===== src/rtl/lph_fifo.sv =====
module lph_fifo #(
  parameter int unsigned WIDTH = 8
) (
  input  logic             clk_i,
  input  logic             rst_ni,
  input  logic             push_i,
  input  logic [WIDTH-1:0] data_i,
  output logic             full_o,
  input  logic             pop_i,
  output logic [WIDTH-1:0] data_o,
  output logic             empty_o
);

  logic [WIDTH-1:0] mem_q [2];
  logic             wr_ptr_q, rd_ptr_q;
  logic [1:0]       cnt_q;
  logic             do_push, do_pop;

  assign full_o  = (cnt_q == 2'd2);
  assign empty_o = (cnt_q == 2'd0);
  assign do_push = push_i && !full_o;
  assign do_pop  = pop_i && !empty_o;
  assign data_o  = mem_q[rd_ptr_q];

  always_ff @(posedge clk_i or negedge rst_ni) begin
    if (!rst_ni) begin
      wr_ptr_q <= 1'b0;
      rd_ptr_q <= 1'b0;
      cnt_q    <= 2'd0;
    end else begin
      if (do_push) wr_ptr_q <= !wr_ptr_q;
      if (do_pop) rd_ptr_q <= !rd_ptr_q;
      if (do_push && !do_pop) cnt_q <= cnt_q + 2'd1;
      else if (do_pop && !do_push) cnt_q <= cnt_q - 2'd1;
    end
  end

  always_ff @(posedge clk_i) begin
    if (do_push) mem_q[wr_ptr_q] <= data_i;
  end

endmodule


===== config.mk =====
export PLATFORM = sky130hd
export DESIGN_NAME = lph_fifo
export DESIGN_NICKNAME = d
export VERILOG_FILES = /design/src/rtl/lph_fifo.sv
export SDC_FILE = /design/constraint.sdc
export NUM_CORES = 1
export LEC_CHECK = 0
export ABC_AREA = 1
export BUFFER_PORTS_ARGS = -buffer_cell sky130_fd_sc_hd__buf_2
export CAP_MARGIN = 40
export CORE_UTILIZATION = 35
export DETAILED_ROUTE_END_ITERATION = 16
export GPL_TIMING_DRIVEN = 1
export HOLD_SLACK_MARGIN = 0.1
export SYNTH_ARGS = -nofsm -noshare
export SYNTH_HDL_FRONTEND = slang
export SYNTH_SLANG_ARGS = --single-unit

===== constraint.sdc =====
create_clock -name clk_i -period 2.95 [get_ports clk_i]
set_clock_uncertainty 0.2 [all_clocks]
set_input_delay 0.59 -clock clk_i [delete_from_list [all_inputs] [get_ports clk_i]]
set_output_delay 0.59 -clock clk_i [all_outputs]
set_load 0.005 [all_outputs]

=== Yosys cells after proc, flatten, opt, wreduce, memory -nomap -nowiden ===
Memories as Yosys holds them, arrays and structs flattened.
Cells that the tools add are included.

* Input bits: 12
* Memories kept: 1
* Flip-flop bits (word level): 4
* Logic and storage cells: 23
* Output and inout port bits: 10
* Memory bits (writable): 16

{| class="wikitable"
|+ Memories
! memory !! words !! width !! read ports !! clocked after Yosys merged registers in !! write ports !! RTL line !! text
|-
| mem_q || 2 || 8 || 1 || 0 || 1 || 14 || <nowiki>logic [WIDTH-1:0] mem_q [2];</nowiki>
|}

* Muxes and demuxes: 4
* Eq/ne operators: 1
* Add/subtract/negate cells: 2
* Reductions and logical operators: 12

{| class="wikitable"
|+ Operators with widths
! cell !! number
|-
| $logic_not A1 Y1 || 6
|-
| $logic_and A1 B1 Y1 || 4
|-
| $mux W2 || 2
|-
| $add A2 B1 Y2 const B || 1
|-
| $eq A2 B2 Y1 const B || 1
|-
| $logic_not A2 Y1 || 1
|-
| $mux W1 || 2
|-
| $reduce_bool A2 Y1 || 1
|-
| $sub A2 B1 Y2 const B || 1
|}

=== Depth between registers and ports, before layout ===
Gate-level depths: netlist of run 1.

* Word-level depth: 7
* Mapped depth: 9
* Depth with buffers taken out: 9

=== Least setup slack after synthesis of run 1 ===
OpenSTA, ideal clock, no wires.

* Path kind: in2reg
* Start point: input port push_i
* End point: memory mem_q[1][0], enable pin
* Cell stages on the path: 2
* Arrival time: 1.060 ns
* Buffers on the path: 0
* Required time: 2.379 ns
* Library setup time: 0.371 ns
* Path slack: 1.320 ns
* Cells stage by stage: o21ai_0 > nor2_1

* Cells in the longest elaborated chain, start to end: 3

{| class="wikitable"
|+ Ends and longest elaborated chain
! item !! RTL line !! text
|-
| from (decl) || 6 || <nowiki>input logic push_i,</nowiki>
|-
| $logic_and A1 B1 Y1 || 21 || <nowiki>assign do_push = push_i && !full_o;</nowiki>
|-
| $mux W1 || 39 || <nowiki>if (do_push) mem_q[wr_ptr_q] <= data_i;</nowiki>
|-
| $mux W1 (not written as such) || 39 ||
|-
| to (decl) || 14 ||
|}

Every way passes these cells.

=== Final worst setup path of run 1 ===
* Start point: register rd_ptr_q
* End point: output port data_o[5]

* Cells in the longest elaborated chain, start to end: 1

{| class="wikitable"
|+ Ends and longest elaborated chain
! item !! RTL line !! text
|-
| from (decl) || 15 || <nowiki>logic wr_ptr_q, rd_ptr_q;</nowiki>
|-
| from (signal assigned) || 32 || <nowiki>if (do_pop) rd_ptr_q <= !rd_ptr_q;</nowiki>
|-
| $mem_v2 Z2 W8 || - ||
|-
| to (decl) || 10 || <nowiki>output logic [WIDTH-1:0] data_o,</nowiki>
|}

Every way passes these cells.

==> results of run 1 <==
sequential cells by signal (all words and copies together), names as in the netlist:
signal    flops
cnt_q         2
mem_q        16
rd_ptr_q      1
wr_ptr_q      1
path summary, 6_finish.rpt:
| kind | startpoint | end | cells past startpoint |
|---|---|---|---|
| worst min-delay path | data_i[5] | mem_q[0][5] | 1 |
| max in group asynchronous | rst_ni | cnt_q[1] | 2 |
| worst max register to register | cnt_q[1] | mem_q[1][3] | 3 |
| worst max-delay path | rd_ptr_q | data_o[5] | 4 |
| worst min register to register | wr_ptr_q | wr_ptr_q | 2 |
| min in group asynchronous | rst_ni | wr_ptr_q | 2 |
power by group through the flow:
| stage | clock (uW) | sequential, uW | combinational, uW |
|---|---|---|---|
| final | 133 | 446 | 295 |
| after floorplan | 0 | 426 | 211 |
| after global placement | 0 | 450 | 295 |
| after global routing | 153 | 456 | 350 |
| after CTS | 138 | 446 | 307 |
| after detailed placement | 0 | 452 | 306 |
worst register-to-register path, cell delays in order (launching register included):
cell and delay [ps]:
sky130_fd_sc_hd__dfrtp_1 430, sky130_fd_sc_hd__inv_1 120, sky130_fd_sc_hd__o21ai_0 120, sky130_fd_sc_hd__nor2_1 520
cells by family after synthesis:
kind of cell	count (synthesis)
buf+inv	9
simple gates	40
xor+xnor	1
fa+ha+maj	1
compound gates	2
flops	20
through the flow:
step                      hold WS, ps  utilization  cells  worst slack [ps]
final                           268.1       0.4477    126             889.3
after global routing            241.6       0.4477    126             751.2
after CTS                       260.5       0.4477    126             857.2
after detailed placement        203.4       0.4312    121              1016
after global placement          202.9       0.4312    121              1086
after floorplan                 94.41            -     73              1320
final cells by class:
cell class                 instances  area (um^2)
fill                             226         1210
timing repair buffer              22        115.1
clock inverter                     1        3.754
sequential                        20        580.6
inverter                           8        30.03
tap                               28        35.03
multi-input combinational         44        193.9
clock buffer                       3        22.52
layer usage:
metal	vias up	global-route usage	share of wire
li1	288	-	-
met1	250	0.1660	0.47
met2	12	0.1822	0.48
met3	2	0.03086	0.041
met4	0	0.08571	0.0092
met5	-	0	0
timing repair:
item | 4_1_cts | 5_1_grt
hold buffers | 1 | 0
endpoints found under the hold margin | 4 | 0
buffers inserted | 0 | 0
cells in the final DEF, fill, tap and decap left out, types with 2 or more instances in the layout:
cell                       Yosys  final
sky130_fd_sc_hd__nand2_1      33     33
sky130_fd_sc_hd__buf_2         1     21
sky130_fd_sc_hd__edfxtp_1     16     16
sky130_fd_sc_hd__inv_1         7      7
sky130_fd_sc_hd__dfrtp_1       4      4
sky130_fd_sc_hd__clkbuf_4      0      3
sky130_fd_sc_hd__nor2_2        2      2
sky130_fd_sc_hd__nor2_1        2      2
sky130_fd_sc_hd__o21ai_0       2      2
==> out/qor.yml, run 1 <==
synthesis:
  synth.ff_latch_count: 20
  synth.net_count: 86
  most_used_flip_flop_cell_after_synthesis: "sky130_fd_sc_hd__edfxtp_1"
  post_synth_instance_area_um2: 809.5
  muxShareOfSynthArea: 0
  synth_largest_type_area_fraction: 0.5935
  synth_enable_flop_cells: 16
  post_synth_main_area_contributors: "sky130_fd_sc_hd__edfxtp_1 (59%), sky130_fd_sc_hd__nand2_1 (15%), sky130_fd_sc_hd__dfrtp_1 (12%)"
  ys_seq_area_frac: 0.7172
  syn-instance-count: 73
  ys_async_sr_fraction: 0.2000
  yosys.area_share.simple: 0.2009
  yosysWarnings: 0
  postSynthAreaPerCell_um2: 11.09
  synth.most_common_cell: "sky130_fd_sc_hd__nand2_1"
  synth_compound_area_frac: 0.01236
  yosys.area_share.xor_xnor: 0.01082
  synth_adder_area_share: 0.01546
  cell_accounting_for_the_most_synthesized_area: "sky130_fd_sc_hd__edfxtp_1"
  largest_family_of_logic_cells_by_synthesized_area: "simple AND/OR/NAND/NOR gates"
  yosys.cell_types.count: 14
  post_synth_most_frequent_cells: "sky130_fd_sc_hd__nand2_1 (33), sky130_fd_sc_hd__edfxtp_1 (16), sky130_fd_sc_hd__inv_1 (7), sky130_fd_sc_hd__dfrtp_1 (4)"
global_route:
  grt_start_max_net_pins: 12
  grt_util_all_layers: 0.1266
  vias_in_the_first_global_route: 503
  grt_first_pass_wirelength_mm: 2.221
  grt_remaining_overflow: 0
  antenna_found_initial: 0
cts:
  postCtsResizedCells: 0
  tritoncts: "done"
  clock_latency_reported_for_the_late_side_of_the_worst_skew_pair_ps: 300
  clock-root-buffer: "sky130_fd_sc_hd__clkbuf_4"
  cts_inserted_buffers: 3
  cts.htree.levels: 1
  buffers_from_clock_root_to_sink_at_most: 2
  clk_transition_reported_paths_ps: 110
  number_of_sinks_handled_by_clock_tree_synthesis: 20
drt:
  wl_per_cell_um: 10.38
  vias_per_std_cell: 4.381
  routed_wl_mm: 1.308
  postRouteAntennaNets: 0
  detailroute.via_count: 552
  remaining_drc_errors: 0
  initialDrtViolationCount: 8
  firstDrtPassIters: 3
setup_path:
  crit_buf_inv: 2
  register_to_register_setup_slack_ps: 1210
  crit_fanout: 10
  timing.setup.critical_path_class: "register to output port"
  cpMaxStageDelayCell: "sky130_fd_sc_hd__dfrtp_1"
  worstPathArrival_ps: 1270
  crit_path_cell_trace: "inv_2 -> nand2_1 -> nand2_1 -> buf_2"
  critical-path-top-delay-family: "flip-flops"
  worstSetupStartpointType: "register"
  critical_path.max_stage_delay_ps: 560
  path_common_cell: "sky130_fd_sc_hd__nand2_1"
  endpoint_kind: "output port"
  worstPathRequired_ps: 2160
final_layout:
  layout-drive-gt1-share: 0.2755
  postLayoutCellArea_um2: 980.9
  diodes: 0
  finish.net_count: 112
  area.growth.synth_to_final_pct: 21.17
place:
  detailedPlacementHpwl_um: 934.6
  port_buffers: 21
  detailed_place.area_um2: 944.7
  routabilityCongestion: 0.6814
pwr:
  clock_power_share: 0.153
  worst_vdd_rail_ir_drop_v: 0.0003957
  power.density_cell_area_mw_per_mm2: 891.5
  total_power_uw: 874.5
  comb_power_share: 0.338
  p_leak_uw: 0.0004643
  swShare: 0.3531
  p_seq_frac: 0.510
  p_sw_uw: 308.8
  intPower_uw: 565.7
die:
  core_area_mm2: 0.002191
  die_height_um: 50.09
  dieArea_mm2: 0.002509
  die-width_um: 50.09
  floorplan.rows: 17
  start_util: 0.3695
  io_pins: 22
timing:
  final.period_utilization: 0.6986
  grt_setup_unrepaired: "false"
  setup_total_negative_slack_ps: 0
  worst_pin_slew_ps: 638.0
  slew_violations: 0
  fmax_mhz: 485.3
  slew_headroom: 0.5731
  hold_viol: 0
  final-setup-viol-count: 0
  layout_min_cycle_time_ps: 2061
run:
  max_cap_violations: 0
outcome:
  outcome: "finished clean"
worst_hold_path:
  holdCritPathClass: "primary input to register"
No activity file was read; power rests on OpenSTA's default activity.
==> inputs of run 2 (changes only) <==
- clock period: 2.95 -> 1.85 ns (I/O delays scaled with it)
==> run 2 against run 1 <==
Against the previous run: clock power grew to 2.7 times the previous value; register-to-register slack got worse by 970 ps; setup slack worse by 780 ps; utilization up 6.1 points; sequential power increased by 58%; flip-flop and latch count is the same.
==> out/qor.yml, run 2 (synthesized netlist as in run 1, its figures left out) <==
setup_path:
  crit_fanout: 9  # -1
  cpMaxStageDelayCell: "sky130_fd_sc_hd__dfrtp_2"
  critical-path-top-delay-family: "flip-flops"
  crit_buf_inv: 2  # unchanged
  path_common_cell: "sky130_fd_sc_hd__nand2_1"
  worst_reg_to_reg_cells: 6  # +3
  worstPathArrival_ps: 1170  # -100 ps
  critical_path_depth: 4  # unchanged
  worstSetupStartpointType: "register"
  critical_path.max_stage_delay_ps: 470  # -90 ps
  crit_path_cell_trace: "inv_2 -> nand2_1 -> nand2_1 -> buf_2"
  endpoint_kind: "output port"
  timing.setup.critical_path_class: "register to output port"
  worstPathRequired_ps: 1280  # -880 ps
cts:
  number_of_sinks_handled_by_clock_tree_synthesis: 20  # unchanged
  clk_transition_reported_paths_ps: 110  # about the same
  clock_latency_reported_for_the_late_side_of_the_worst_skew_pair_ps: 290  # about the same
  buffers_from_clock_root_to_sink_at_most: 2  # unchanged
  cts.htree.levels: 1  # unchanged
  cts_inserted_buffers: 3  # unchanged
  tritoncts: "done"
  clock-root-buffer: "sky130_fd_sc_hd__clkbuf_4"
  post-cts-setup-buffer-count: 0  # unchanged
die:
  die-width_um: 50.09  # unchanged
  floorplan.rows: 17  # unchanged
  die_height_um: 50.09  # unchanged
  io_pins: 22  # unchanged
  core_area_mm2: 0.002191  # unchanged
  dieArea_mm2: 0.002509  # unchanged
  start_util: 0.3695  # unchanged
worst_hold_path:
  holdCritPathClass: "primary input to asynchronous set/reset pin"
final_layout:
  finish.net_count: 123  # +9.8%
  leading_cell_type_in_the_layout_fill_and_taps_excluded: "sky130_fd_sc_hd__nand2_1"
  regMostFlops: "mem_q"
  commonest_cells_after_routing_fill_and_taps_aside: "sky130_fd_sc_hd__nand2_1 (33), sky130_fd_sc_hd__buf_2 (21), sky130_fd_sc_hd__edfxtp_1 (16), sky130_fd_sc_hd__dlygate4sd3_1 (10), sky130_fd_sc_hd__inv_1 (7)"
  layout-drive-gt1-share: 0.2844  # +0.008893
  largest_reg_flops: 16  # unchanged
  diodes: 0  # unchanged
  area.growth.synth_to_final_pct: 37.56
  registers_with_the_highest_flip_flop_counts: "mem_q x16, cnt_q x2"
  stdcell_count: 137  # +8.7%
timing:
  setup_total_negative_slack_ps: 0  # unchanged
  layout_min_cycle_time_ps: 1740
  slew_violations: 0  # unchanged
  hold_viol: 0  # unchanged
  slew_headroom: 0.7967  # +0.2236
  fmax_mhz: 574.7
  final.period_utilization: 0.9405
  grt_setup_unrepaired: "false"
  worst_pin_slew_ps: 304.6  # -333.4 ps
  final-setup-viol-count: 0  # unchanged
pwr:
  worst_vdd_rail_ir_drop_v: 0.0007784  # +97%
  power.density_cell_area_mw_per_mm2: 1429  # +60%
  p_leak_uw: 0.0005235  # +13%
drt:
  initialDrtViolationCount: 16  # +8
  remaining_drc_errors: 0  # unchanged
  postRouteAntennaNets: 0  # unchanged
  detailroute.via_count: 600  # +8.7%
  wl_per_cell_um: 10.65  # +2.6%
  vias_per_std_cell: 4.380  # about the same
  firstDrtPassIters: 4  # +1
  routed_wl_mm: 1.459  # +12%
global_route:
  vias_in_the_first_global_route: 584  # +16%
  grt_start_max_net_pins: 13  # +1
  grt_first_pass_wirelength_mm: 2.408  # +8.4%
  antenna_found_initial: 0  # unchanged
  grt_util_all_layers: 0.1352  # +0.008574
  grt_remaining_overflow: 0  # unchanged
outcome:
  outcome: "finished clean"
place:
  port_buffers: 21  # unchanged
  place.detailed.instances: 123  # +1.7%
  detailedPlacementHpwl_mm: 1.031  # +10%
  routabilityCongestion: 0.6887  # +1.1%
run:
  max_cap_violations: 0  # unchanged
run 2: timing repair:
action	CTS	global route
gates resized for setup	0	1
hold endpoints to repair	21	0
setup endpoints to repair	0	4
hold buffers	10	0
run 2: worst paths after layout:
path                       startpoint         to  slack, ps
setup / recovery             rd_ptr_q  data_o[5]        110
hold / removal                 rst_ni   wr_ptr_q        190
setup reg to reg             cnt_q[0]   cnt_q[1]        240
hold reg to reg              wr_ptr_q   wr_ptr_q        300
max in group asynchronous      rst_ni   rd_ptr_q       1130
min in group clk_i             push_i   wr_ptr_q        220
run 2: worst reg2reg max path, stage by stage, from the launching register on:
cell and delay (ps):
sky130_fd_sc_hd__dfrtp_1 470, sky130_fd_sc_hd__o21ai_0 270, sky130_fd_sc_hd__ha_1 320, sky130_fd_sc_hd__inv_1 80, sky130_fd_sc_hd__nand3_1 80, sky130_fd_sc_hd__nand2_1 60
sky130_fd_sc_hd__nand2_1 40
run 2: per-stage QoR:
stage | util | hold WS (ps) | total power, uW | area [um^2] | setup slack [ps]
finish | 0.5083 | 190.6 | 1591 | 1114 | 110.0
global route | 0.5083 | 191.4 | 1719 | 1114 | 7.167
CTS | 0.5077 | 178.3 | 1609 | 1112 | 62.72
detailed placement | 0.4380 | -18.18 | 1238 | 959.7 | 232.8
global placement | 0.4380 | -17.59 | 1216 | 959.7 | 254.5
floorplan | - | -125.6 | 1016 | 809.5 | 328.4
run 2: area by class of cell:
type                    instances  area [um^2]
fillers                       214         1077
flip-flops and latches         20        581.8
repair buffers                 33        220.2
multi-input cells              44        193.9
well taps                      28        35.03
clock inverters                 1        30.03
inverters                       8        30.03
clock buffers                   3        22.52
run 2: metal layers:
layer	wire length (um)	global-route usage	part of all wire
met2	706	0.2289	0.48
met3	54	0.02778	0.037
met4	12	0.08571	0.0082
met5	0	0	0
met1	686	0.1525	0.47
run 2: power by group:
| group | leakage [uW] | total [uW] | internal [uW] | switching [uW] |
|---|---|---|---|---|
| Combinational | 0.000300 | 534 | 234 | 300 |
| Clock | 0.0000279 | 354 | 219 | 135 |
| Sequential | 0.000196 | 703 | 627 | 76.0 |
