File: src/rtl/lph_pkg.sv
package lph_pkg;

  localparam int unsigned KeyW     = 32;
  localparam int unsigned ValW     = 32;
  localparam int unsigned SizeW    = 9;
  localparam int unsigned SlotOutW = 8;
  localparam int unsigned SlotMaxW = 16;
  localparam int unsigned CfgIdxW  = 2;
  localparam int unsigned DivBits  = 4;
  localparam int unsigned DivSteps = KeyW / DivBits;
  localparam int unsigned DivCntW  = $clog2(DivSteps);

  typedef enum logic [1:0] {
    OpInsert = 2'd0,
    OpUpdate = 2'd1,
    OpDelete = 2'd2,
    OpQuery  = 2'd3
  } lph_op_e;

  typedef enum logic [1:0] {
    StOk   = 2'd0,
    StDup  = 2'd1,
    StFull = 2'd2,
    StMiss = 2'd3
  } lph_status_e;

  typedef enum logic [1:0] {
    MarkEmpty = 2'd0,
    MarkUsed  = 2'd1,
    MarkTomb  = 2'd2,
    MarkBad   = 2'd3
  } lph_mark_e;

  typedef enum logic [CfgIdxW-1:0] {
    CfgTableSize = 2'd0,
    CfgDupPolicy = 2'd1,
    CfgUnused2   = 2'd2,
    CfgUnused3   = 2'd3
  } lph_cfg_e;

  typedef struct packed {
    lph_op_e         operation;
    logic [KeyW-1:0] key;
    logic [ValW-1:0] value;
  } lph_req_t;

  typedef struct packed {
    lph_status_e         status;
    logic [31:0]         read_value;
    logic [SlotOutW-1:0] slot_index;
  } lph_rsp_t;

  typedef struct packed {
    lph_req_t            req;
    logic [SlotMaxW-1:0] home;
  } lph_job_t;

endpackage

File: src/rtl/lph_front.sv
module lph_front #(
  parameter int unsigned TABLE_DEPTH = 256
) (
  input  logic               clk_i,
  input  logic               rst_ni,
  input  logic [$clog2(TABLE_DEPTH+1)-1:0] size_i,
  input  logic               hold_i,
  input  logic               push_i,
  input  lph_pkg::lph_req_t  req_i,
  output logic               full_o,
  output logic               job_push_o,
  output lph_pkg::lph_job_t  job_o,
  input  logic               job_full_i
);

  localparam int unsigned SW = $clog2(TABLE_DEPTH);

  typedef enum logic [2:0] {
    FrIdle = 3'b001,
    FrDiv  = 3'b010,
    FrSend = 3'b100
  } fr_state_e;

  fr_state_e                     state_q, state_d;
  lph_pkg::lph_req_t             req_q;
  logic [lph_pkg::KeyW-1:0]      shr_q, shr_d;
  logic [SW-1:0]                 rem_q, rem_d;
  logic [lph_pkg::DivCntW-1:0]   step_q;
  logic [SW:0]                   t;

  assign full_o = (state_q != FrIdle) || hold_i;

  // radix-16 remainder step, msb first
  always_comb begin
    rem_d = rem_q;
    shr_d = shr_q;
    t     = '0;
    for (int i = 0; i < int'(lph_pkg::DivBits); i++) begin
      t = {rem_d, shr_d[lph_pkg::KeyW-1]};
      if (t >= (SW+1)'(size_i)) t = t - (SW+1)'(size_i);
      rem_d = t[SW-1:0];
      shr_d = {shr_d[lph_pkg::KeyW-2:0], 1'b0};
    end
  end

  always_comb begin
    state_d = state_q;
    unique case (state_q)
      FrIdle: if (push_i && !full_o) state_d = FrDiv;
      FrDiv:  if (step_q == lph_pkg::DivCntW'(lph_pkg::DivSteps - 1)) state_d = FrSend;
      FrSend: if (!job_full_i) state_d = FrIdle;
      default: state_d = FrIdle;
    endcase
  end

  always_ff @(posedge clk_i or negedge rst_ni) begin
    if (!rst_ni) begin
      state_q <= FrIdle;
      step_q  <= '0;
    end else begin
      state_q <= state_d;
      if (state_q == FrDiv) step_q <= step_q + 1'b1;
      else step_q <= '0;
    end
  end

  always_ff @(posedge clk_i) begin
    if (state_q == FrIdle) begin
      req_q <= req_i;
      shr_q <= req_i.key;
      rem_q <= '0;
    end else if (state_q == FrDiv) begin
      shr_q <= shr_d;
      rem_q <= rem_d;
    end
  end

  assign job_push_o = (state_q == FrSend);
  assign job_o.req  = req_q;
  assign job_o.home = lph_pkg::SlotMaxW'(rem_q);

endmodule

File: config.mk
export PLATFORM = sky130hd
export DESIGN_NAME = lph_front
export DESIGN_NICKNAME = d
export VERILOG_FILES = /design/src/rtl/lph_pkg.sv /design/src/rtl/lph_front.sv
export SDC_FILE = /design/constraint.sdc
export NUM_CORES = 1
export LEC_CHECK = 0
export BUFFER_PORTS_ARGS = -buffer_cell sky130_fd_sc_hd__buf_2
export CORE_MARGIN = 10
export CORE_UTILIZATION = 50
export DETAILED_ROUTE_END_ITERATION = 12
export PLACE_DENSITY_LB_ADDON = 0.15
export SYNTH_ARGS = -nofsm -noshare
export SYNTH_HDL_FRONTEND = slang
export SYNTH_SLANG_ARGS = --single-unit
File: constraint.sdc
create_clock -name clk_i -period 18.4 [get_ports clk_i]
set_clock_uncertainty 0.05 [all_clocks]
set_input_delay 0 -clock clk_i [delete_from_list [all_inputs] [get_ports clk_i]]
set_output_delay 0 -clock clk_i [all_outputs]
set_load 0.01 [all_outputs]
; ---- Word level (Yosys, flattened, before mapping)
; Index checks and enable logic that the tools add are counted.
[totals]
regBits = 112
inputBits = 80
out_inout_bits = 84
wordCells = 40
[op_classes]
addsub = 5
magnitude_cmp = 4
n_eq_ne = 8
muxes = 11
n_reduce_logical = 5
[ops]
columns = op, count
row1 = $mux W32, 2
row2 = $ge A9 B9 Y1, 4
row3 = $mux W8, 4
row4 = $sub A8 B8 Y8, 4
row5 = $mux W3, 4
row6 = $pmux W3 S3, 1
row7 = $eq A3 B3 Y1 const B, 2
row8 = $ne A2 B2 Y1 const B, 3
row9 = $add A3 B1 Y3 const B, 1
row10 = $eq A3 B1 Y1 const B, 1
row11 = $eq A3 B2 Y1 const B, 1
row12 = $ne A3 B1 Y1 const B, 1
row13 = $reduce_and A3 Y1, 1
row14 = $reduce_bool A2 Y1, 1
row15 = $logic_and A1 B1 Y1, 1
row16 = $logic_not A1 Y1, 1
row17 = $logic_or A1 B1 Y1, 1

; ---- Longest topological paths before layout
; Gate-level depths: netlist (run 1).
[depth]
ltp_word = 8
mapped_depth = 34
ltp_nobuf = 33

; ---- Worst setup path before layout (run 1)
; No wires, ideal clock.
[synth_timing]
path_kind = register to register
startpoint = register rem_q[0]
endpoint = register rem_q[4]
arrival_time_ps = 7056
t_required_ps = 18228
path_slack_ps = 11172
path_stages_with_launch = 30
period_less_slack_ps = 7228
path_cell_list = dfxtp_1 ha_1 nor2b_1 o31a_4 o21ai_2 a211o_1 buf_6 mux2_2 ha_1 nand3_1 o21bai_1 o21ai_1 o41a_1 o221a_2 buf_6 mux2_2 ha_1 or2_2 a21oi_1 a31oi_1 o221ai_1 clkinv_1 mux2_4 ha_1 or4_1 o311a_1 o221ai_1 clkbuf_1 nor3_1 a221o_1
[synth_via]
elab_chain_len = 8
word_cells_on_any_way = 12
cone_classes = 4 x add/sub / 4 x order compare / 4 x mux
[synth_lines]
columns = item, line
row1 = from (decl), lph_front.sv:27  ; logic [SW-1:0] rem_q, rem_d;
row2 = from (signal assigned), lph_front.sv:74  ; rem_q <= rem_d;
row3 = $sub A8 B8 Y8 / $ge A9 B9 Y1 (equally long branches), lph_front.sv:40  ; if (t >= (SW+1)'(size_i)) t = t - (SW+1)'(size_i);
row4 = $mux W8 *, lph_front.sv:40
row5 = $sub A8 B8 Y8 / $ge A9 B9 Y1 (equally long branches), lph_front.sv:40
row6 = $mux W8 *, lph_front.sv:40
row7 = $sub A8 B8 Y8 / $ge A9 B9 Y1 (equally long branches), lph_front.sv:40
row8 = $mux W8 *, lph_front.sv:40
row9 = $sub A8 B8 Y8 / $ge A9 B9 Y1 (equally long branches), lph_front.sv:40
row10 = $mux W8 *, lph_front.sv:40
; Every way passes the cells marked *; elsewhere a longest branch is shown, timed or not.
; A chain may end at the register's enable or synchronous reset.

; ---- Final worst setup path (run 1)
[layout_timing]
startpoint = register rem_q[5]
endpoint = register rem_q[6]
[layout_via]
elab_chain_len = 8
word_cells_on_any_way = 12
cone_classes = 4 x add/sub / 4 x order compare / 4 x mux
[layout_lines]
columns = item, line
row1 = $sub A8 B8 Y8 / $ge A9 B9 Y1 (equally long branches), lph_front.sv:40
row2 = $mux W8 *, lph_front.sv:40
row3 = $sub A8 B8 Y8 / $ge A9 B9 Y1 (equally long branches), lph_front.sv:40
row4 = $mux W8 *, lph_front.sv:40
row5 = $ge A9 B9 Y1 / $sub A8 B8 Y8 (equally long branches), lph_front.sv:40
row6 = $mux W8 *, lph_front.sv:40
row7 = $sub A8 B8 Y8 / $ge A9 B9 Y1 (equally long branches), lph_front.sv:40
row8 = $mux W8 *, lph_front.sv:40
; Marks and branches as above.

==> summary.md, run 1 <==
| Metric | Value |
|---|---|
| Power Total | ~720 uW |
| Port bufs | roughly 160 |
| Die extent in x | approximately 130 microns |
| Initial detailed-routing violation count | 316 |
| Die Y | 126 microns |
| Worst path arrival time | between 8 and 9 ns |
| Initial antenna violation count | 1 |
| Vias in the first global route | 4473 |
| Max Cap Viol | 0 |
| Worst R2R Setup Slack | 10.17 ns |
| RSZ-0062 raised after global routing | no |
| Post-Route Setup TNS | 0 ns |
| Post-synthesis mux area share | 9.29% |
| WL final | 15400 microns |
| Worst slew margin | 35.5% |
| Most used cell, CP | ha_1 |
| P_leak | around 0.0034 uW |
| Final Hold Fails | 0 |
| IO Count | around 160 |
| Starting density of the core | 51.7% |
| CTS-repair resized insts | 0 |
| Adder-cell share of the synthesized area | under 10% |
| WS Path Type | reg2reg |
| Max VDD drop | 0.0831 mV |
| Mapped cell area | 5660 sq um |
| CP Launch Type | register |
| Synth area leader | edfxtp_1 |
| CTS Sinks | 112 |
| Simple-Gate Fraction of Synth Area | ~7.4% |
| Full die area | about 16000 sq um |
| Tot GR Track Use | a little under a fifth |
| Clock Tree Buf Depth | 2 |
| Final setup fails | 0 |
| Yosys cell types | 57 |
| Seq cells post-synth | 112 |
| H-tree levels | 3 |
| YS warnings | 0 |
| F_max | 0.121 GHz |
| Final ANT Viol Nets | 0 |
| Cts hold-fix bufs | between 70 and 80 |
| Setup bufs post-CTS | 0 |
| FF-to-FF Start | rem_q[5] |
| Vias/cell | 5.34 |
| Largest family of logic cells by synthesized area | adder cells |
| Nets@finish | between 700 and 800 |
| Total CTS buffers | 9 |
| DR top layer | met4 |
| Tmin final | 8.23 ns |
| Crit-path leading delay family | compound AO/OA/AOI/OAI gates |
| Finished Layout Cells | 797 |
| Fin crit share | 44.7% |
| Residual DRC | 0 |
| Total power per unit cell area | about 96 nW/um^2 |
| Buffers & Inverters on Critical Path | 1 |
| Fillers | just under 800 |
| DR pass1 iterations | 5 |
| RR Endpoint | rem_q[6] |
| Share of flip-flops with an asynchronous set or reset | 5.36% |
| Setup crit end kind | register |
| GPL Wtd Cong | approximately 0.9 |
| Mapped Avg Cell Area | 13.5 sq um |
| Required time of the critical path | 18.62 ns |
| Largest net degree at the start of global routing | 62 |
| DR WL met3 | roughly 1300 microns |
| Synth Instances | 420 |
| Worst Tran Pin Value | 0.967 ns |
| First-pass GRT wire length | around 24000 microns |
| Status | completed |
| Grt total ovfl | 0 |
| Worst Hold Class | in2async |
| Met2 WL post-DR | 8020 microns |
| DRT met1 WL | about 5700 microns |
| Most used DFF post-synth | edfxtp_1 |
| Placed cells | 709 |
| Pins Over Slew Limit | 0 |
| Row cnt | 38 |
| DR WL/cell | 19.3 microns |
| CP max stage cell | o221ai_1 |
| Synthesis-to-layout area growth | 33.9% |
| Synth Area in Compound Gates | 8.92% |
| Seq/Total Area, Yosys | 57.5% |
| Post-Synth XOR/XNOR Area | 3.41% |
| Crit-path max FO | 12 |
| Top post-synthesis cells by area | edfxtp_1 (52%), ha_1 (8.4%), mux2_2 (8.0%), dfxtp_1 (2.8%), xnor2_1 (2.3%) |
| Post-synth EDFFs | between 90 and 100 |
| Worst path max stage delay | 0.77 ns |
| CTS tree | done |
| Core area | 10900 sq um |
| Cells on worst reg2reg path | 27 |
| Synth top area share | between 50% and 60% |
| Root Buffer | clkbuf_16 |
| Fraction of layout cells with a size suffix above 1 | 34.4% |
| Clock slew at reported path FFs | ~0.070 ns |
| Via count | 4258 |
| Clock latency at the later pin of the worst-skew pair | 0.34 ns |
| Dpl hpwl | ~11000 microns |
placed cells by master, fill, tap and decap left out, types with 3 or more instances in the layout:
master | netlist | final
buf_2 | 0 | 155
edfxtp_1 | 98 | 98
dlygate4sd3_1 | 0 | 72
mux2_2 | 40 | 40
ha_1 | 38 | 38
inv_1 | 25 | 25
nor2_1 | 21 | 21
o21ai_0 | 19 | 19
a21oi_1 | 16 | 16
nand2_1 | 16 | 16
xnor2_1 | 15 | 15
clkbuf_16 | 0 | 9
and2_1 | 8 | 8
conb_1 | 1 | 8
dfxtp_1 | 8 | 8
xor2_1 | 7 | 7
nand2b_1 | 6 | 6
nor2b_1 | 5 | 5
nor3_1 | 5 | 5
a21o_1 | 5 | 5
dfrtp_1 | 5 | 5
nand4_1 | 4 | 4
o21a_1 | 4 | 4
o31ai_1 | 4 | 4
fa_1 | 4 | 4
nand3_1 | 3 | 3
mux2_4 | 3 | 3
o21bai_1 | 3 | 3
mux2i_1 | 3 | 3
nand3b_1 | 3 | 3
buf_4 | 8 | 3
cell usage after synthesis, types with 4 or more instances:
| library cell | count |
|---|---|
| edfxtp_1 | 98 |
| buf_4 | 8 |
| nor2_1 | 21 |
| inv_1 | 25 |
| xor2_1 | 7 |
| xnor2_1 | 15 |
| nand4_1 | 4 |
| and2_1 | 8 |
| clkbuf_1 | 6 |
| nand2b_1 | 6 |
| o21a_1 | 4 |
| nand2_1 | 16 |
| fa_1 | 4 |
| ha_1 | 38 |
| dfxtp_1 | 8 |
| a21o_1 | 5 |
| mux2_2 | 40 |
| nor2b_1 | 5 |
| o21ai_0 | 19 |
| dfrtp_1 | 5 |
| o31ai_1 | 4 |
| nor3_1 | 5 |
| a21oi_1 | 16 |
worst register-to-register path, cell delays in order, from the launching register on:
cell,delay (ns)
dfxtp_1,0.42
ha_1,0.32
a2111oi_0,0.50
a21oi_2,0.07
o21ai_2,0.10
a211o_1,0.36
mux2_2,0.40
ha_1,0.34
nand3_1,0.14
o21bai_1,0.12
o21ai_1,0.09
o41a_1,0.36
o221a_2,0.37
mux2_2,0.34
ha_1,0.34
or2_2,0.29
a21oi_1,0.14
a31oi_1,0.08
o221ai_1,0.43
clkinv_1,0.38
mux2_4,0.39
ha_1,0.34
or4_1,0.44
o311a_1,0.14
o221ai_1,0.77
o21a_1,0.23
o21ai_0,0.08
a22oi_1,0.14
stage by stage:
stage | cell area [sq um] | setup slack (ns) | utilization, % | hold slack [ns]
after floorplan | 5680 | 11.17 | - | -0.346
after global placement | 6560 | 10.49 | 59.9 | -0.220
after detailed placement | 6560 | 10.30 | 59.9 | -0.218
after CTS | 7570 | 10.28 | 69.2 | 0.0750
after global routing | 7570 | 9.53 | 69.2 | 0.102
final | 7570 | 10.17 | 69.2 | 0.0874
where the power goes:
| part | leakage (uW) | switching, uW | internal [uW] |
|---|---|---|---|
| clock | 0.000140 | 91.7 | 106 |
| combinational | 0.00209 | 106 | 86.1 |
| sequential | 0.00113 | 11.5 | 324 |
per-layer routing:
layer / GRT usage (%) / vias to the layer above
li1: - / 2008
met1: 20.7 / 2077
met2: 31.7 / 146
met3: 6.96 / 27
met4: 5.83 / 0
met5: 0 / -
layout make-up:
type | count | area (sq um) | area share [%]
Multi-Input combinational cell | 273 | 2230 | 29.4
Clock buffer | 9 | 225 | 2.97
Inverter | 26 | 97.6 | 1.29
Sequential cell | 112 | 3250 | 43.0
Timing Repair Buffer | 230 | 1520 | 20.1
Clock inverter | 5 | 66.3 | 0.876
Tap cell | 140 | 175 | 2.31
Antenna cell | 2 | 5.00 | 0.0661
registers in the layout (all words and copies together), names as in the netlist:
register and flops:
job_o 66, rem_q 8, shr_q 32, state_q 3
step_q 3
worst max-delay path by stage:
| stage | startpoint | endpoint | slack [ns] | cells after the start |
|---|---|---|---|---|
| floorplan | rem_q[0] | rem_q[4] | 11.17 | 29 |
| global placement | rem_q[0] | rem_q[4] | 10.49 | 26 |
| detailed placement | rem_q[5] | rem_q[4] | 10.30 | 26 |
| CTS | rem_q[5] | rem_q[6] | 10.28 | 27 |
| global route | rem_q[5] | rem_q[6] | 9.53 | 28 |
| finish | rem_q[5] | rem_q[6] | 10.17 | 27 |
cells by family (layout without fill, tap and decap cells):
family | count (synthesis) | in the layout
adder cells (fa/ha/maj) | 42 | 42
AND/OR/NAND/NOR | 81 | 81
AO/OA/AOI/OAI | 74 | 74
XOR/XNOR | 22 | 22
multiplexers | 46 | 46
buffers and inverters | 42 | 270
other | 1 | 10
flip-flops | 112 | 112
Power figures use the tool's default switching activity.
==> run 2, diff against run 1 <==
Settings changed: ABC_AREA from default to 1, CORE_UTILIZATION 50 to 48.
Clock period 18.4 ns to 6.7 ns, I/O delays scaled along.
==> run 2 against run 1 <==
Clock-buffer cell count is 3 higher. Global-route usage is 0.23 points lower. Fmax is 37% higher. Design area is 4.9% higher. Hold slack worse by 0.054 ns. Highest routed layer unchanged.
==> summary.md, run 2 <==
| Metric | Value |
|---|---|
| Worst path max stage delay | 0.44 ns |
| F_max | 0.166 GHz |
| FF/Latch Area | 3250 sq um |
| Mapped Avg Cell Area | 9.88 sq um |
| WL final | 16000 microns |
| Count leader, synth | nand2_1 |
| Core area | around 12000 sq um |
| Placed cells | 921 |
| WS Path Type | reg2reg |
| Commonest cells in the netlist | nand2_1 (203), edfxtp_1 (98), inv_1 (69) |
| Buffers & Inverters on Critical Path | 8 |
| Global routing usage on met3 | 5.07% |
| RSZ-0062 raised after global routing | no |
| Synth Instances | 605 |
| Status | completed |
| Vias/cell | slightly below 5 |
| Post-route cell area | 7950 sq um |
| Root Buffer | clkbuf_16 |
| Max reg flops | 66 |
| Post-Route Setup TNS | 0 ns |
| Synth Area in Compound Gates | under 10% |
| Top post-synthesis cells by area | edfxtp_1 (49%), nand2_1 (13%), ha_1 (8.0%), inv_1 (4.3%), dfxtp_1 (2.7%) |
| Synthesis-to-layout area growth | 32.9% |
| Tmin final | 6.01 ns |
| Fillers | 1010 |
| Share of flip-flops with an asynchronous set or reset | about 5.4% |
| Initial antenna violation count | 1 |
| Synth top area share | about 49% |
| Dpl hpwl | roughly 12000 microns |
| Setup crit end kind | register |
| Clock latency at the later pin of the worst-skew pair | 0.34 ns |
| Clock slew at reported path FFs | 0.07 ns |
| Most common cell after layout, fill and taps aside | nand2_1 |
| Synth area leader | edfxtp_1 |
| Required time of the critical path | 6.93 ns |
| Worst Hold Class | in2reg |
| Port bufs | 155 |
| Worst Tran Pin Value | 1.11 ns |
| Seq cells post-synth | 112 |
| Crit-path max FO | 7 |
| Clock Tree Buf Depth | 2 |
| DR pass1 iterations | 6 |
| IO Count | 164 |
| Total CTS buffers | 9 |
| CP max stage cell | fa_1 |
| Met1 Use GR | 19.2% |
| Post-synthesis mux area share | 0% |
| CTS-repair resized insts | 0 |
| Max Cap Viol | 0 |
| CTS Sinks | around 110 |
| Starting density of the core | 49.4% |
| Worst slew margin | 25.7% |
| Crit-path leading delay family | adder cells |
| Commonest cells after routing, fill and taps aside | nand2_1 (203), buf_2 (155), edfxtp_1 (98) |
| Placed Area | 6900 sq um |
| Post-Synth XOR/XNOR Area | 2.93% |
| GR Util met2 | between 30 and 40% |
| First-pass GRT wire length | 25800 microns |
| Seq/Total Area, Yosys | between 50 and 60% |
| Hold Slack | 0.0333 ns |
| DR WL/cell | 15.8 microns |
| Tot GR Track Use | between 15 and 20% |
| Most used cell, CP | nand2_1 |
| Largest family of logic cells by synthesized area | simple AND/OR/NAND/NOR gates |
| YS warnings | 0 |
| Initial detailed-routing violation count | ~340 |
| Fin crit share | 89.7% |
| Mapped cell area | roughly 6000 sq um |
| Worst path arrival time | 6.24 ns |
| CP Launch Type | register |
| Grt total ovfl | 0 |
| Post-synth EDFFs | 98 |
| Final Hold Fails | 0 |
| Die extent in x | 132 microns |
| Busiest layer in global routing | met2 |
| Full die area | 17300 sq um |
| Final ANT Viol Nets | 0 |
| Fraction of layout cells with a size suffix above 1 | 25.0% |
| Most used DFF post-synth | edfxtp_1 |
| Residual DRC | 0 |
| Pins Over Slew Limit | 0 |
| Largest net degree at the start of global routing | slightly below 100 |
| Die Y | around 130 microns |
| Nets@finish | around 960 |
| CTS tree | done |
| Adder-cell share of the synthesized area | 9.29% |
| Simple-Gate Fraction of Synth Area | roughly 21% |
| Via count | 4935 |
| Yosys cell types | 46 |
| Multi-input logic area | 2380 sq um |
| Row cnt | 40 |
| H-tree levels | 3 |
| Final setup fails | 0 |
| Finished Layout Cells | 1014 |
| GPL Wtd Cong | between 0.9 and 1 |
| Vias in the first global route | 5291 |
## run 2: cell count changes after synthesis, moves of 5 or more
cell      delta
a21oi_1      +5
and2_1       -8
inv_1       +44
mux2_2      -40
nand2_1    +187
nand2b_1     -6
nand3_1     +19
nand3_2     +10
nor2_1      +12
nor2b_1      -5
o21ai_0      -9
xnor2_1      -6
## run 2: routing by layer
| metal | routed length (microns) | vias up |
|---|---|---|
| li1 | - | 2451 |
| met1 | 6180 | 2300 |
| met2 | 8460 | 159 |
| met3 | 954 | 25 |
| met4 | 408 | 0 |
| met5 | 0 | - |
## run 2: worst paths after layout
kind / start / end / slack [ns] / cells past startpoint
max: shr_q[31] / rem_q[6] / 0.69 / 39
min: hold_i / state_q[0] / 0.03 / 5
max reg2reg: shr_q[31] / rem_q[6] / 0.69 / 39
min reg2reg: step_q[0] / step_q[0] / 0.39 / 1
max in group asynchronous: rst_ni / state_q[1] / 5.85 / 3
min in group asynchronous: rst_ni / state_q[0] / 0.10 / 2
## run 2: layout make-up
class                      count  share of cell area (%)
sequential                   112                    41.0
multi-input combinational    412                    30.0
timing repair buffer         232                    19.3
inverter                      73                    3.45
clock buffer                  12                    3.23
tap                          168                    2.65
clock inverter                 4                   0.441
antenna                        1                  0.0315
## run 2: through the flow
step	setup WS [ns]	util, %
final	0.693	65.6
after floorplan	1.36	-
after global placement	0.777	57.0
after CTS	0.565	65.3
after global routing	0.0368	65.6
after detailed placement	0.584	57.0
## run 2: cells by family after synthesis
kind of cell | count (synthesis)
compound gates | 52
other cells | 1
buf+inv | 89
xor+xnor | 20
fa+ha+maj | 42
simple gates | 289
flops | 112
## run 2: worst min-delay path: stages
cell and delay, ns:
buf_2 0.08, inv_1 0.04, nand3_1 0.10, nand2_1 0.07, o21ai_0 0.09
## run 2: timing repair
action                     CTS  global route
buffers inserted             0             4
hold endpoints to repair   107             0
setup endpoints to repair    0             8
hold buffers                71             0
Power of run 2 is not shown: default switching activity piles up to over one toggle a cycle in this logic, so the estimate is an artifact.
